$ cat src/rtl/wtwm_pkg.sv
`timescale 1ns / 1ps
// ----------------------------------------------------------------------------
// wtwm_pkg
// Shared types, constants and helper functions of the weekly time window
// matcher.
// ----------------------------------------------------------------------------
package wtwm_pkg;

  // table geometry
  localparam int MAX_WINDOWS = 8;
  localparam int WIN_IDX_W   = $clog2(MAX_WINDOWS);
  localparam int WIN_CNT_W   = $clog2(MAX_WINDOWS + 1);
  localparam int TOD_W       = 17;

  // time constants
  localparam logic [TOD_W-1:0] SECS_DAY  = 17'd86400;
  localparam logic [TOD_W-1:0] SECS_HOUR = 17'd3600;
  localparam logic [TOD_W-1:0] SECS_MIN  = 17'd60;

  // seconds per day = 2^7 * 675; the odd part is divided by reciprocal
  localparam int              DAY_SHIFT = 7;
  localparam logic [9:0]      DAY_ODD   = 10'd675;
  localparam int              RECIP_SH  = 35;
  // floor(2^35 / 675), estimate is low by at most one
  localparam logic [25:0]     RECIP     = 26'd50903316;
  localparam logic [10:0]     REM_LIMIT = 11'd1350;

  // epoch day 0 was a thursday
  localparam logic [15:0]     EPOCH_DAY = 16'd4;
  localparam logic [2:0]      DAYS_WEEK = 3'd7;

  // input commands
  typedef enum logic [1:0] {
    CMD_WRITE       = 2'd0,
    CMD_CHECK_TS    = 2'd1,
    CMD_CHECK_CLOCK = 2'd2,
    CMD_NONE        = 2'd3
  } command_t;

  // configuration register indexes
  typedef enum logic {
    REG_WEEKDAY_MASK = 1'b0,
    REG_WINDOW_COUNT = 1'b1
  } reg_index_t;

  // controller to datapath commands
  typedef struct packed {
    logic accept;
    logic div_step;
    logic rem_step;
    logic fix_step;
    logic scan_step;
    logic load_out;
  } wtwm_cmd_t;

  // datapath to controller status
  typedef struct packed {
    logic scan_done;
    logic out_free;
  } wtwm_status_t;

  // seconds of day from hour and minute fields, no wrap
  function automatic logic [TOD_W-1:0] clock_secs(input logic [4:0] h, input logic [5:0] m);
    clock_secs = TOD_W'(TOD_W'(h) * SECS_HOUR) + TOD_W'(TOD_W'(m) * SECS_MIN);
  endfunction

  // value mod 7 using 8 == 1 (mod 7) on octal digits
  function automatic logic [2:0] mod7_u16(input logic [15:0] v);
    logic [5:0] s1;
    logic [3:0] s2;
    s1 = 6'(v[2:0]) + 6'(v[5:3]) + 6'(v[8:6]) + 6'(v[11:9]) + 6'(v[14:12]) + 6'(v[15]);
    s2 = 4'(s1[5:3]) + 4'(s1[2:0]);
    if (s2 >= 4'(DAYS_WEEK)) begin
      s2 = s2 - 4'(DAYS_WEEK);
    end
    mod7_u16 = s2[2:0];
  endfunction

endpackage

$ cat src/rtl/wtwm_if.sv
`timescale 1ns / 1ps
// ----------------------------------------------------------------------------
// wtwm_if
// Valid/ready channels of the matcher: request beats in, result beats out.
// ----------------------------------------------------------------------------
interface wtwm_req_if;
  logic       valid;
  logic       ready;
  logic [1:0] command;
  logic [2:0] window_index;
  logic [4:0] on_hour;
  logic [5:0] on_minute;
  logic [4:0] off_hour;
  logic [5:0] off_minute;
  logic [31:0] timestamp;
  logic [5:0] minute;
  logic [4:0] hour;
  logic [2:0] weekday;

  modport source (
    output valid, command, window_index, on_hour, on_minute, off_hour, off_minute,
           timestamp, minute, hour, weekday,
    input  ready
  );
  modport sink (
    input  valid, command, window_index, on_hour, on_minute, off_hour, off_minute,
           timestamp, minute, hour, weekday,
    output ready
  );
endinterface

interface wtwm_rsp_if;
  logic valid;
  logic ready;
  logic scheduled;

  modport source (output valid, scheduled, input ready);
  modport sink (input valid, scheduled, output ready);
endinterface

$ cat src/rtl/wtwm_ctrl.sv
`timescale 1ns / 1ps
// ----------------------------------------------------------------------------
// wtwm_ctrl
// Sequencer of the matcher: accepts a beat, steps the day division for
// timestamp checks, walks the window table and hands off the result.
// ----------------------------------------------------------------------------
module wtwm_ctrl (
  input  logic                  clk,
  input  logic                  rst,
  input  logic                  req_valid,
  input  logic [1:0]            req_command,
  output logic                  req_ready,
  output wtwm_pkg::wtwm_cmd_t   cmd,
  input  wtwm_pkg::wtwm_status_t status
);

  typedef enum logic [5:0] {
    S_IDLE = 6'b000001,
    S_DIV  = 6'b000010,
    S_REM  = 6'b000100,
    S_FIX  = 6'b001000,
    S_SCAN = 6'b010000,
    S_DONE = 6'b100000
  } state_t;

  state_t state;
  state_t state_next;
  logic   accept;

  assign req_ready = (state == S_IDLE);
  assign accept    = req_valid && req_ready;

  // next state
  always_comb begin
    state_next = state;
    case (state)
      S_IDLE: begin
        if (accept) begin
          if (req_command == wtwm_pkg::CMD_CHECK_TS) begin
            state_next = S_DIV;
          end else if (req_command == wtwm_pkg::CMD_CHECK_CLOCK) begin
            state_next = S_SCAN;
          end
        end
      end
      S_DIV:  state_next = S_REM;
      S_REM:  state_next = S_FIX;
      S_FIX:  state_next = S_SCAN;
      S_SCAN: begin
        if (status.scan_done) begin
          state_next = S_DONE;
        end
      end
      S_DONE: begin
        if (status.out_free) begin
          state_next = S_IDLE;
        end
      end
      default: state_next = S_IDLE;
    endcase
  end

  always_ff @(posedge clk) begin
    if (rst) begin
      state <= S_IDLE;
    end else begin
      state <= state_next;
    end
  end

  // datapath commands
  always_comb begin
    cmd.accept    = accept;
    cmd.div_step  = (state == S_DIV);
    cmd.rem_step  = (state == S_REM);
    cmd.fix_step  = (state == S_FIX);
    cmd.scan_step = (state == S_SCAN);
    cmd.load_out  = (state == S_DONE) && status.out_free;
  end

endmodule

$ cat src/rtl/wtwm_dp.sv
`timescale 1ns / 1ps
// ----------------------------------------------------------------------------
// wtwm_dp
// Datapath of the matcher: window table, timestamp to weekday and time of
// day split, one window compare per cycle and the result register.
// ----------------------------------------------------------------------------
module wtwm_dp (
  input  logic                                  clk,
  input  logic                                  rst,
  input  wtwm_pkg::wtwm_cmd_t                   cmd,
  output wtwm_pkg::wtwm_status_t                status,
  input  logic [6:0]                            weekday_mask,
  input  logic [3:0]                            window_count,
  input  logic [1:0]                            command,
  input  logic [wtwm_pkg::WIN_IDX_W-1:0]        window_index,
  input  logic [4:0]                            on_hour,
  input  logic [5:0]                            on_minute,
  input  logic [4:0]                            off_hour,
  input  logic [5:0]                            off_minute,
  input  logic [31:0]                           timestamp,
  input  logic [5:0]                            minute,
  input  logic [4:0]                            hour,
  input  logic [2:0]                            weekday,
  input  logic                                  out_ready,
  output logic                                  out_valid,
  output logic                                  scheduled
);

  localparam int TW = wtwm_pkg::TOD_W;
  localparam int CW = wtwm_pkg::WIN_CNT_W;

  // window table
  logic [TW-1:0] tbl_open  [wtwm_pkg::MAX_WINDOWS];
  logic [TW-1:0] tbl_close [wtwm_pkg::MAX_WINDOWS];

  // division and check registers
  logic [24:0]    ts_q1;
  logic [6:0]     ts_lo;
  logic [15:0]    est;
  logic [10:0]    rem;
  logic [TW-1:0]  tod;
  logic [2:0]     day;
  logic [CW-1:0]  scan_cnt;
  logic           hit;

  logic [50:0]    prod;
  logic [24:0]    back;
  logic [TW-1:0]  clk_secs;
  logic [TW-1:0]  clk_tod;
  logic [CW-1:0]  limit;
  logic           cur_hit;
  logic           day_ok;
  logic [10:0]    rem_fix;
  logic [15:0]    days;

  // table writes, reset to all zeros
  always_ff @(posedge clk) begin
    if (rst) begin
      for (int i = 0; i < wtwm_pkg::MAX_WINDOWS; i++) begin
        tbl_open[i]  <= '0;
        tbl_close[i] <= '0;
      end
    end else if (cmd.accept && command == wtwm_pkg::CMD_WRITE) begin
      tbl_open[window_index]  <= wtwm_pkg::clock_secs(on_hour, on_minute);
      tbl_close[window_index] <= wtwm_pkg::clock_secs(off_hour, off_minute);
    end
  end

  // clock field check: time of day wraps once at most
  assign clk_secs = wtwm_pkg::clock_secs(hour, minute);
  assign clk_tod  = (clk_secs >= wtwm_pkg::SECS_DAY) ? clk_secs - wtwm_pkg::SECS_DAY
                                                     : clk_secs;

  // reciprocal estimate and remainder of the odd day factor
  assign prod    = 51'(ts_q1) * 51'(wtwm_pkg::RECIP);
  assign back    = 25'(25'(est) * 25'(wtwm_pkg::DAY_ODD));
  assign rem_fix = rem - 11'(wtwm_pkg::DAY_ODD);
  assign days    = (rem >= 11'(wtwm_pkg::DAY_ODD)) ? est + 16'd1 : est;

  always_ff @(posedge clk) begin
    if (cmd.accept) begin
      ts_q1 <= timestamp[31:wtwm_pkg::DAY_SHIFT];
      ts_lo <= timestamp[wtwm_pkg::DAY_SHIFT-1:0];
      tod   <= clk_tod;
      day   <= weekday;
    end else if (cmd.div_step) begin
      est <= prod[wtwm_pkg::RECIP_SH +: 16];
    end else if (cmd.rem_step) begin
      rem <= 11'(ts_q1 - back);
    end else if (cmd.fix_step) begin
      if (rem >= 11'(wtwm_pkg::DAY_ODD)) begin
        tod <= {rem_fix[9:0], ts_lo};
      end else begin
        tod <= {rem[9:0], ts_lo};
      end
      day <= wtwm_pkg::mod7_u16(days + wtwm_pkg::EPOCH_DAY);
    end
  end

  // window walk, one entry per cycle
  assign limit   = (window_count > CW'(wtwm_pkg::MAX_WINDOWS)) ? CW'(wtwm_pkg::MAX_WINDOWS)
                                                               : CW'(window_count);
  assign cur_hit = (tod >= tbl_open[scan_cnt[wtwm_pkg::WIN_IDX_W-1:0]]) &&
                   (tod <= tbl_close[scan_cnt[wtwm_pkg::WIN_IDX_W-1:0]]);
  assign status.scan_done = hit || (scan_cnt == limit);

  always_ff @(posedge clk) begin
    if (cmd.accept) begin
      scan_cnt <= '0;
      hit      <= 1'b0;
    end else if (cmd.scan_step && !status.scan_done) begin
      scan_cnt <= scan_cnt + CW'(1);
      hit      <= cur_hit;
    end
  end

  // result register
  assign day_ok          = (day != wtwm_pkg::DAYS_WEEK) && weekday_mask[day];
  assign status.out_free = !out_valid || out_ready;

  always_ff @(posedge clk) begin
    if (rst) begin
      out_valid <= 1'b0;
    end else if (cmd.load_out) begin
      out_valid <= 1'b1;
    end else if (out_ready) begin
      out_valid <= 1'b0;
    end
  end

  always_ff @(posedge clk) begin
    if (cmd.load_out) begin
      scheduled <= hit && day_ok;
    end
  end

  // checks
  a_scan_bound: assert property (@(posedge clk) disable iff (rst)
    cmd.scan_step |-> scan_cnt <= limit)
    else $error("window walk ran past the active count");

  a_rem_range: assert property (@(posedge clk) disable iff (rst)
    cmd.rem_step |=> rem < wtwm_pkg::REM_LIMIT)
    else $error("reciprocal estimate off by more than one");

  a_tod_range: assert property (@(posedge clk) disable iff (rst)
    cmd.scan_step |-> tod < wtwm_pkg::SECS_DAY)
    else $error("time of day out of range during window walk");

  a_day_range: assert property (@(posedge clk) disable iff (rst)
    cmd.fix_step |=> day < wtwm_pkg::DAYS_WEEK)
    else $error("derived weekday out of range");

endmodule

$ cat src/rtl/weekly_time_window_matcher.sv
`timescale 1ns / 1ps
// ----------------------------------------------------------------------------
// weekly_time_window_matcher
// Top level: configuration registers, sequencer and datapath of the weekly
// time window matcher.
// ----------------------------------------------------------------------------
// A window write gives no result beat. A clock field check gives its result
// beat after the datapath has walked at most n table windows, where n is the
// active window count (capped at 8), since the datapath compares one table
// window per cycle and stops at the first hit; a result beat still waiting on
// the output register holds off the handoff until it is taken. A timestamp
// check first splits the timestamp into day number and time of day, in the
// steps reciprocal multiply, remainder and correction.
// The block takes one item at a time, but a waiting result beat does not hold
// off the next request once the sequencer has handed it to the output
// register.
module weekly_time_window_matcher (
  input  logic         clk,
  input  logic         rst,
  wtwm_req_if.sink     request,
  wtwm_rsp_if.source   result,
  input  logic         psel,
  input  logic         penable,
  input  logic         pwrite,
  input  logic [2:0]   paddr,
  input  logic [31:0]  pwdata,
  output logic [31:0]  prdata,
  output logic         pready
);

  wtwm_pkg::wtwm_cmd_t    cmd;
  wtwm_pkg::wtwm_status_t status;

  logic [6:0] weekday_mask;
  logic [3:0] window_count;
  logic       cfg_write;

  // configuration registers
  assign pready    = 1'b1;
  assign cfg_write = psel && penable && pwrite && pready;

  always_ff @(posedge clk) begin
    if (rst) begin
      weekday_mask <= '0;
      window_count <= '0;
    end else if (cfg_write) begin
      case (paddr[2])
        wtwm_pkg::REG_WEEKDAY_MASK: weekday_mask <= pwdata[6:0];
        wtwm_pkg::REG_WINDOW_COUNT: window_count <= pwdata[3:0];
        default: ;
      endcase
    end
  end

  // register readback
  always_comb begin
    case (paddr[2])
      wtwm_pkg::REG_WEEKDAY_MASK: prdata = {25'd0, weekday_mask};
      wtwm_pkg::REG_WINDOW_COUNT: prdata = {28'd0, window_count};
      default:                    prdata = '0;
    endcase
  end

  wtwm_ctrl u_ctrl (
    .clk         (clk),
    .rst         (rst),
    .req_valid   (request.valid),
    .req_command (request.command),
    .req_ready   (request.ready),
    .cmd         (cmd),
    .status      (status)
  );

  wtwm_dp u_dp (
    .clk          (clk),
    .rst          (rst),
    .cmd          (cmd),
    .status       (status),
    .weekday_mask (weekday_mask),
    .window_count (window_count),
    .command      (request.command),
    .window_index (request.window_index),
    .on_hour      (request.on_hour),
    .on_minute    (request.on_minute),
    .off_hour     (request.off_hour),
    .off_minute   (request.off_minute),
    .timestamp    (request.timestamp),
    .minute       (request.minute),
    .hour         (request.hour),
    .weekday      (request.weekday),
    .out_ready    (result.ready),
    .out_valid    (result.valid),
    .scheduled    (result.scheduled)
  );

endmodule
$ cat src/flat_wrapper.sv
// flat-port wrapper written by rule: the top's interface ports become plain ports
module weekly_time_window_matcher_flat 
  (clk, rst, psel, penable, pwrite, paddr, pwdata, prdata, pready, request_valid, request_command, request_window_index, request_on_hour, request_on_minute, request_off_hour, request_off_minute, request_timestamp, request_minute, request_hour, request_weekday, request_ready, result_valid, result_scheduled, result_ready);
  wtwm_req_if request_i ();
  wtwm_rsp_if result_i ();
  input  logic clk;
  input  logic rst;
  input  logic psel;
  input  logic penable;
  input  logic pwrite;
  input  logic [2:0] paddr;
  input  logic [31:0] pwdata;
  output logic [31:0] prdata;
  output logic pready;
  input wire logic [$bits(request_i.valid)-1:0] request_valid;
  input wire logic [$bits(request_i.command)-1:0] request_command;
  input wire logic [$bits(request_i.window_index)-1:0] request_window_index;
  input wire logic [$bits(request_i.on_hour)-1:0] request_on_hour;
  input wire logic [$bits(request_i.on_minute)-1:0] request_on_minute;
  input wire logic [$bits(request_i.off_hour)-1:0] request_off_hour;
  input wire logic [$bits(request_i.off_minute)-1:0] request_off_minute;
  input wire logic [$bits(request_i.timestamp)-1:0] request_timestamp;
  input wire logic [$bits(request_i.minute)-1:0] request_minute;
  input wire logic [$bits(request_i.hour)-1:0] request_hour;
  input wire logic [$bits(request_i.weekday)-1:0] request_weekday;
  output wire logic [$bits(request_i.ready)-1:0] request_ready;
  output wire logic [$bits(result_i.valid)-1:0] result_valid;
  output wire logic [$bits(result_i.scheduled)-1:0] result_scheduled;
  input wire logic [$bits(result_i.ready)-1:0] result_ready;
  assign request_i.valid = request_valid;
  assign request_i.command = request_command;
  assign request_i.window_index = request_window_index;
  assign request_i.on_hour = request_on_hour;
  assign request_i.on_minute = request_on_minute;
  assign request_i.off_hour = request_off_hour;
  assign request_i.off_minute = request_off_minute;
  assign request_i.timestamp = request_timestamp;
  assign request_i.minute = request_minute;
  assign request_i.hour = request_hour;
  assign request_i.weekday = request_weekday;
  assign request_ready = request_i.ready;
  assign result_valid = result_i.valid;
  assign result_scheduled = result_i.scheduled;
  assign result_i.ready = result_ready;
  weekly_time_window_matcher u_core (.clk(clk), .rst(rst), .request(request_i), .result(result_i), .psel(psel), .penable(penable), .pwrite(pwrite), .paddr(paddr), .pwdata(pwdata), .prdata(prdata), .pready(pready));
endmodule
$ cat config.mk
export PLATFORM = sky130hd
export DESIGN_NAME = weekly_time_window_matcher_flat
export DESIGN_NICKNAME = d
export VERILOG_FILES = /design/src/rtl/wtwm_pkg.sv /design/src/rtl/wtwm_if.sv /design/src/rtl/wtwm_ctrl.sv /design/src/rtl/wtwm_dp.sv /design/src/rtl/weekly_time_window_matcher.sv /design/src/flat_wrapper.sv
export SDC_FILE = /design/constraint.sdc
export NUM_CORES = 1
export LEC_CHECK = 0
export BUFFER_PORTS_ARGS = -buffer_cell sky130_fd_sc_hd__buf_4
export CORE_MARGIN = 8
export CORE_UTILIZATION = 42
export DETAILED_ROUTE_END_ITERATION = 8
export GPL_ROUTABILITY_DRIVEN = 0
export SYNTH_ARGS = -nofsm -noshare
export SYNTH_HDL_FRONTEND = slang
export SYNTH_SLANG_ARGS = --single-unit
$ cat constraint.sdc
create_clock -name clk -period 6.5 [get_ports clk]
set_clock_uncertainty 0.15 [all_clocks]
set_input_delay 1.3 -clock clk [delete_from_list [all_inputs] [get_ports clk]]
set_output_delay 1.3 -clock clk [all_outputs]
set_load 0.05 [all_outputs]
==> impl_results.md, run 1 <==
- Synth warn: 0
- H-tree levels: 2
- Full die area: 81,700 µm²
- DRT Pass-1 Iters: 7
- Worst-path clk slew: 0.05 ns
- Vias in the first global route: ~22k
- Vias per cell: 5.25
- Placed instance area: 33,600 µm²
- Number of synthesized flops with an enable pin: 320
- Synth top cells by count: ha_1 (498), inv_1 (381), edfxtp_1 (320)
- Initial antenna violation count: 3
- Drc violations: 0
- Area Growth Syn to Fin: 15.3%
- Critical path type: flop to flop
- Final worst-path cycle share: 96.9%
- CP arrival: 6.53 ns
- Critical Path RT: 6.74 ns
- Met2 wire length: 36,200 µm
- Leading area contributor after synthesis: edfxtp_1
- Final HPWL DP: ~56,000 µm
- Cells after Synth: between 2k and 3k
- F_max: 159 MHz
- Critical Path End Type: flop
- Vias: 20.6k
- Primary FF master, synth: edfxtp_1
- Syn Area/Cell: 11.5 µm²
- Gr ovfl total: 0
- Total CTS buffers: 41
- Clk Latency, worst-skew pair: 0.58 ns
- Distinct cells, synth: just under 80
- Chip width: around 290 µm
- Worst slew pin tran: about 0.89 ns
- Io pins: 151
- Num rows: 99
- Max-cap viol count: 0
- Yosys reg bits: 346
- Iter 0 DRT Violations: 1,120
- Synth top area cells: edfxtp_1 (31%), ha_1 (20%), fa_1 (14%), inv_1 (4.7%), mux4_2 (4.5%)
- Minimum clock period: between 6 and 7 ns
- DRT met1 WL: 33,400 µm
- Share of the synthesized area in the top cell type: 31.4%
- Placed Cells: 3,830
- # nets final: 3,762
- RSZ-0062 raised after global routing: true
- Top-count cell post-synth: ha_1
- I/O Buffers: 97
- Worst setup SP type: flop
- Register area share after synthesis: ~33%
- WL final: 74,300 µm
- Total track usage: 18.0%
- Worst min path class: flop to flop
- CTS tree: built
- Routed Antenna Nets: 0
- Detail Route met3 WL: 3630 µm
- Slew HR: around two fifths
- Clock Sinks: 346
- Layout cell share with drive strength beyond 1: 16.7%
- Hold Fails Final Rpt: 0
- Netlist Area Pre-Place: between 30,000 and 40,000 µm²
- Clock tree buffer depth: 3
- CP Max Fanout: 3
- Setup Viol. Count Final: 0
- Ys async rst share: 0%
- Core area: 72,600 µm²
- Die Height: 286 µm
- First-pass GRT wire length: 118,000 µm
- Final std cells w/o fill: 3,920
- Top sig layer: met5
- Final instance area: approximately 35,000 µm²
- Wire length per cell: 19.0 µm
- Root Driver: clkbuf_16
- Largest net degree at the start of global routing: 44
- FILL cells: 6,542
- Slew Limit Fails: 0
- Initial Util: a little over two fifths
- Status: complete, no violations
==> state kept, by name (all words and copies together), names as in the netlist, named ones only <==
| name | count |
|---|---|
| u_core.u_dp.tod | 17 |
| u_core.u_dp.tbl_close | 120 |
| u_core.u_dp.est | 16 |
| u_core.u_dp.scan_cnt | 4 |
| u_core.u_dp.scheduled | 1 |
| u_core.u_dp.ts_lo | 7 |
| u_core.u_dp.ts_q1 | 25 |
| u_core.u_dp.tbl_open | 120 |
| u_core.u_ctrl.state | 6 |
| u_core.u_dp.day | 3 |
| u_core.weekday_mask | 7 |
| u_core.u_dp.out_valid | 1 |
| u_core.window_count | 4 |
| u_core.u_dp.rem | 11 |
| u_core.u_dp.hit | 1 |
==> cells by family after synthesis <==
group	count (synthesis)	synth area share, %
DFF	346	33.1
and+or+nand+nor	547	8.78
xor gates and xnor gates	132	3.78
adders and majority gates	717	34.7
other	2	0.0245
AOI/OAI and AO/OA	348	7.48
muxes	106	5.99
buffers and inverters	472	6.15
==> layout make-up <==
cell class | count | area, µm² | share of cell area, %
inverter | 381 | 1430 | 4.05
tap | 959 | 1200 | 3.40
sequential | 346 | 10100 | 28.7
multi-input combinational | 1876 | 19000 | 53.9
clock buffer | 50 | 1070 | 3.03
antenna | 1 | 2.50 | 0.00709
clock inverter | 23 | 201 | 0.571
timing repair buffer | 284 | 2240 | 6.34
==> repair_timing <==
item                       in CTS  in global routing
pin swaps                      15                 53
hold endpoints to repair        0                  0
setup endpoints to repair       9                 13
hold buffers                    0                  0
resized for setup              17                 55
buffers inserted                4                 12
==> final timing paths <==
path	from	end	slack, ns	cells past startpoint
worst min register to register	u_core.weekday_mask[5]$_SDFFE_PP0P_	u_core.weekday_mask[5]$_SDFFE_PP0P_	0.32	2
worst min-delay path	u_core.weekday_mask[5]$_SDFFE_PP0P_	u_core.weekday_mask[5]$_SDFFE_PP0P_	0.32	2
worst max-delay path	u_core.u_dp.ts_q1[12]$_DFFE_PP_	u_core.u_dp.est[15]$_DFFE_PP_	0.20	20
worst max register to register	u_core.u_dp.ts_q1[12]$_DFFE_PP_	u_core.u_dp.est[15]$_DFFE_PP_	0.20	20
==> critical path, stage by stage (launching register included) <==
cell	delay [ns]
edfxtp_1	0.48
buf_6	0.18
fa_1	0.37
ha_1	0.28
inv_1	0.05
fa_1	0.52
inv_1	0.05
fa_1	0.51
fa_1	0.44
fa_1	0.52
fa_1	0.49
ha_1	0.33
o21ai_1	0.21
o21bai_1	0.14
a211oi_2	0.27
and3b_1	0.24
nor3_4	0.21
a211oi_1	0.10
buf_4	0.15
o211a_1	0.21
nor3_1	0.20
==> metrics by stage <==
step / hold slack [ns] / util [%] / TNS, ns / setup slack, ns
3_3_place_gp: 0.313 / 46.2 / -1.21 / -0.173
5_1_grt: 0.346 / 48.6 / -0.183 / -0.0923
6_report: 0.323 / 48.6 / 0 / 0.205
2_1_floorplan: 0.292 / - / 0 / 0.00460
4_1_cts: 0.324 / 48.1 / -0.00991 / -0.00991
3_5_place_dp: 0.310 / 46.2 / -1.93 / -0.213
==> layout by cell type, fill, tap and decap left out, types with 15 or more instances in the layout <==
cell type    n
buf_4      272
dfxtp_1     23
fa_1       209
nor3_1      34
nor2b_1     22
clkbuf_16   41
o21ai_0     34
nand2b_1    22
edfxtp_1   320
nand3_1     21
and2_1      25
nand2_1     96
a21o_1      44
and3_1      57
ha_1       487
xnor2_1     98
conb_1      26
inv_1      377
a21oi_1    126
nor2_1     186
mux2i_1     39
mux4_2      61
xor2_1      28
nor4_1      15
o21bai_1    22
==> routing by layer <==
metal	global-route usage, %	up-vias
met2	30.9	425
met1	24.2	10200
met3	2.59	76
met4	3.64	4
li1	-	9846
met5	0	-
Power of run 1 is left out: the tool's default activity adds up to more than one toggle a clock period on the data nets, which glitch-free logic cannot reach.
==> inputs of run 2 (changes only) <==
- SYNTH_HIERARCHICAL: not set -> 1
==> run 2 against run 1 <==
Effect of this change:
- clock-buffer cell count increased by 2
- non-clock buffer count is 12 higher
- core utilization increased by 0.12 points
- routed wire length fell by 2.4%
- sequential cell count unchanged
- hold slack gained 0.026 ns
- register-to-register slack lost 0.40 ns
- the run now ends with negative setup slack left
- final cell count shrank 0.59%
- design area grew 0.24%
- critical path depth is 5 higher
- area after synthesis grew 0.13%
- largest cell class unchanged
- via count down 2.4%
==> impl_results.md, run 2 <==
- Commonest non-fill, non-tap cell in the layout: ha_1
- Slew HR: 32.6% (-7.5 points)
- Max-cap viol count: 0 (unchanged)
- Netlist Area Pre-Place: 30,600 µm² (+0.13%)
- FILL cells: 6,521 (-0.32%)
- F_max: 149 MHz (-6.0%)
- Worst min path class: flop to flop
- Distinct cells, synth: 89 (+14%)
- Antenna Cells: 0 (-1)
- Critical path type: flop to flop
- Register area share after synthesis: 33.1% (-0.045 points)
- Full die area: 81,900 µm² (+0.13%)
- Share of the synthesized area in the top cell type: 31.4% (-0.042 points)
- Drc violations: 0 (unchanged)
- RSZ-0062 raised after global routing: true
- Vias in the first global route: 21.6k (-0.99%)
- Chip width: 286 µm (about the same)
- Final worst-path cycle share: 103% (+6.2 points)
- Worst-path clk slew: 0.06 ns (about the same)
- Most frequent cells in the layout: ha_1 (492), inv_1 (367), edfxtp_1 (320), buf_4 (288), nor2_1 (235)
- Total CTS buffers: 41 (unchanged)
- Registers with the most flip-flops: u_core/u_dp/tbl_close: 120 flops, u_core/u_dp/tbl_open: 120 flops, u_core/u_dp/ts_q1: 25 flops
- Root Driver: clkbuf_16
- WL final: 72,500 µm (-2.4%)
- Layout cell share with drive strength beyond 1: 17.0% (+0.33 points)
- Critical Path RT: 6.62 ns (-0.12 ns)
- Io pins: 151 (unchanged)
- Register area: 10,100 µm² (unchanged)
- Synth top area cells: edfxtp_1 (31%), ha_1 (20%), fa_1 (14%), inv_1 (4.5%), mux4_2 (4.5%)
- I/O Buffers: 97 (unchanged)
- CP Max Fanout: 4 (+1)
- Setup ws final: -0.198 ns (-0.403 ns)
- Gr ovfl total: 0 (unchanged)
- Primary FF master, synth: edfxtp_1
- Yosys reg bits: 346 (unchanged)
- Synth top cells by count: ha_1 (499), inv_1 (370), edfxtp_1 (320)
- Setup Viol. Count Final: 3 (+3)
- Status: finished with violations
- Pre-CTS WS: -0.305 ns (-0.0920 ns)
- DRT Pass-1 Iters: 5 (-2)
- Cells after Synth: 2,633 (-1.4%)
- Die Height: 286 µm (about the same)
- Iter 0 DRT Violations: 1,088 (-2.9%)
- Initial antenna violation count: 0 (-3)
- Critical Path End Type: flop
- Leading area contributor after synthesis: edfxtp_1
- CP arrival: 6.82 ns (+0.29 ns)
- Hold Fails Final Rpt: 0 (unchanged)
- Routed Antenna Nets: 0 (unchanged)
- Clock Sinks: 346 (unchanged)
- Largest net degree at the start of global routing: 74 (+68%)
- Final HPWL DP: 55,700 µm (-1.3%)
- Top-count cell post-synth: ha_1
- Worst setup SP type: flop
- Synth warn: 6 (+6)
- Failing checks: negative setup slack
- Setup TNS: -0.494 ns (-0.494 ns)
- Area Growth Syn to Fin: 15.5%
- Multi-input gate area: 19,000 µm² (-0.12%)
- Wire length per cell: 18.6 µm (-1.9%)
- Ys async rst share: 0% (unchanged)
- Worst slew pin tran: 1.01 ns (+0.119 ns)
- Syn Area/Cell: 11.6 µm² (+1.5%)
- H-tree levels: 2 (unchanged)
- Total track usage: 17.6% (-0.37 points)
- Core area: 72,600 µm² (unchanged)
- # nets final: 3,740 (-0.58%)
- CTS tree: built
- Number of synthesized flops with an enable pin: 320 (unchanged)
- Hold_buf cts: 0 (unchanged)
- Slew Limit Fails: 0 (unchanged)
- Clk Latency, worst-skew pair: 0.57 ns (about the same)
- Clock tree buffer depth: 3 (unchanged)
- Minimum clock period: 6.70 ns (+0.403 ns)
- Num rows: 99 (unchanged)
- Vias: 20.1k (-2.4%)
- Vias per cell: 5.15 (-1.8%)
- First-pass GRT wire length: 116,000 µm (-1.4%)
- Initial Util: 42.2% (+0.057 points)
==> run 2: changes by cell type after synthesis, moves of 8 or more <==
| cell | before | now |
|---|---|---|
| and2_1 | 25 | 39 |
| a21oi_1 | 131 | 96 |
| nor3_1 | 37 | 28 |
| mux2i_1 | 39 | 47 |
| xor2_1 | 29 | 40 |
| nand2b_1 | 22 | 35 |
| and3_1 | 57 | 36 |
| nand2_1 | 100 | 58 |
| inv_1 | 381 | 370 |
| nor2_1 | 187 | 239 |
| nor3b_1 | 2 | 11 |
==> run 2: area by class of cell <==
class | instances | area share (%)
tap | 959 | 3.39
clock buffer | 52 | 3.07
timing repair buffer | 296 | 6.49
multi-input combinational | 1852 | 53.7
inverter | 370 | 3.93
clock inverter | 22 | 0.782
sequential | 346 | 28.6
==> run 2: timing repair <==
action | 4_1_cts | 5_1_grt
pin swaps | 2 | 24
setup endpoints to repair | 8 | 13
gates resized for setup | 5 | 33
setup buffers | 5 | 17
endpoints found under the hold margin | 0 | 0
==> run 2: through the flow <==
| step | area (µm²) | cells | utilization, % | hold slack [ns] |
|---|---|---|---|---|
| floorplan | 30800 | 2657 | - | 0.304 |
| global placement | 33700 | 3801 | 46.4 | 0.321 |
| detailed placement | 33700 | 3801 | 46.4 | 0.336 |
| CTS | 35100 | 3880 | 48.3 | 0.351 |
| global route | 35400 | 3897 | 48.7 | 0.376 |
| finish | 35400 | 3897 | 48.7 | 0.350 |
==> run 2: final timing paths <==
| kind | start | to | slack (ns) | depth (start not counted) |
|---|---|---|---|---|
| setup / recovery | u_core/u_dp/rem[1]$_DFFE_PP_ | u_core/u_dp/day[1]$_DFFE_PP_ | -0.20 | 25 |
| hold / removal | u_core/weekday_mask[5]$_SDFFE_PP0P_ | u_core/weekday_mask[5]$_SDFFE_PP0P_ | 0.35 | 2 |
| setup reg to reg | u_core/u_dp/rem[1]$_DFFE_PP_ | u_core/u_dp/day[1]$_DFFE_PP_ | -0.20 | 25 |
| hold reg to reg | u_core/weekday_mask[5]$_SDFFE_PP0P_ | u_core/weekday_mask[5]$_SDFFE_PP0P_ | 0.35 | 2 |
==> run 2: cells by family after synthesis <==
family          after synthesis  share of synthesized area [%]
fa+ha+maj                   718                           34.7
simple gates                553                           9.16
compound gates              292                           6.46
flops                       346                           33.1
mux                         118                           6.39
xor+xnor                    145                           4.19
buf+inv                     459                           6.03
other cells                   2                         0.0245
==> run 2: routing by layer <==
layer / share of wire [%] / wire [µm] / up-vias / track usage [%]
li1: - / - / 9662 / -
met4: 2.6 / 1910 / 0 / 4.74
met3: 3.7 / 2690 / 85 / 2.32
met5: 0 / 0 / - / 0
met2: 51 / 36900 / 357 / 32.0
met1: 43 / 31000 / 9980 / 21.9
==> run 2: worst max-delay path: stages (launching register included) <==
cell       delay [ns]
edfxtp_1         0.38
a2111o_1         0.44
a21o_1           0.21
a2111oi_4        0.43
or2_4            0.23
nor2_4           0.04
xor2_2           0.15
ha_2             0.24
nand3_4          0.09
o32ai_4          0.25
xnor2_2          0.11
fa_1             0.50
fa_1             0.51
inv_1            0.05
fa_1             0.52
inv_2            0.06
fa_2             0.42
xor2_2           0.15
ha_2             0.21
inv_2            0.04
fa_1             0.56
inv_2            0.07
ha_4             0.17
a21oi_4          0.16
mux2i_1          0.21
o21ai_1          0.08
Power of run 2 is left out for the same reason.
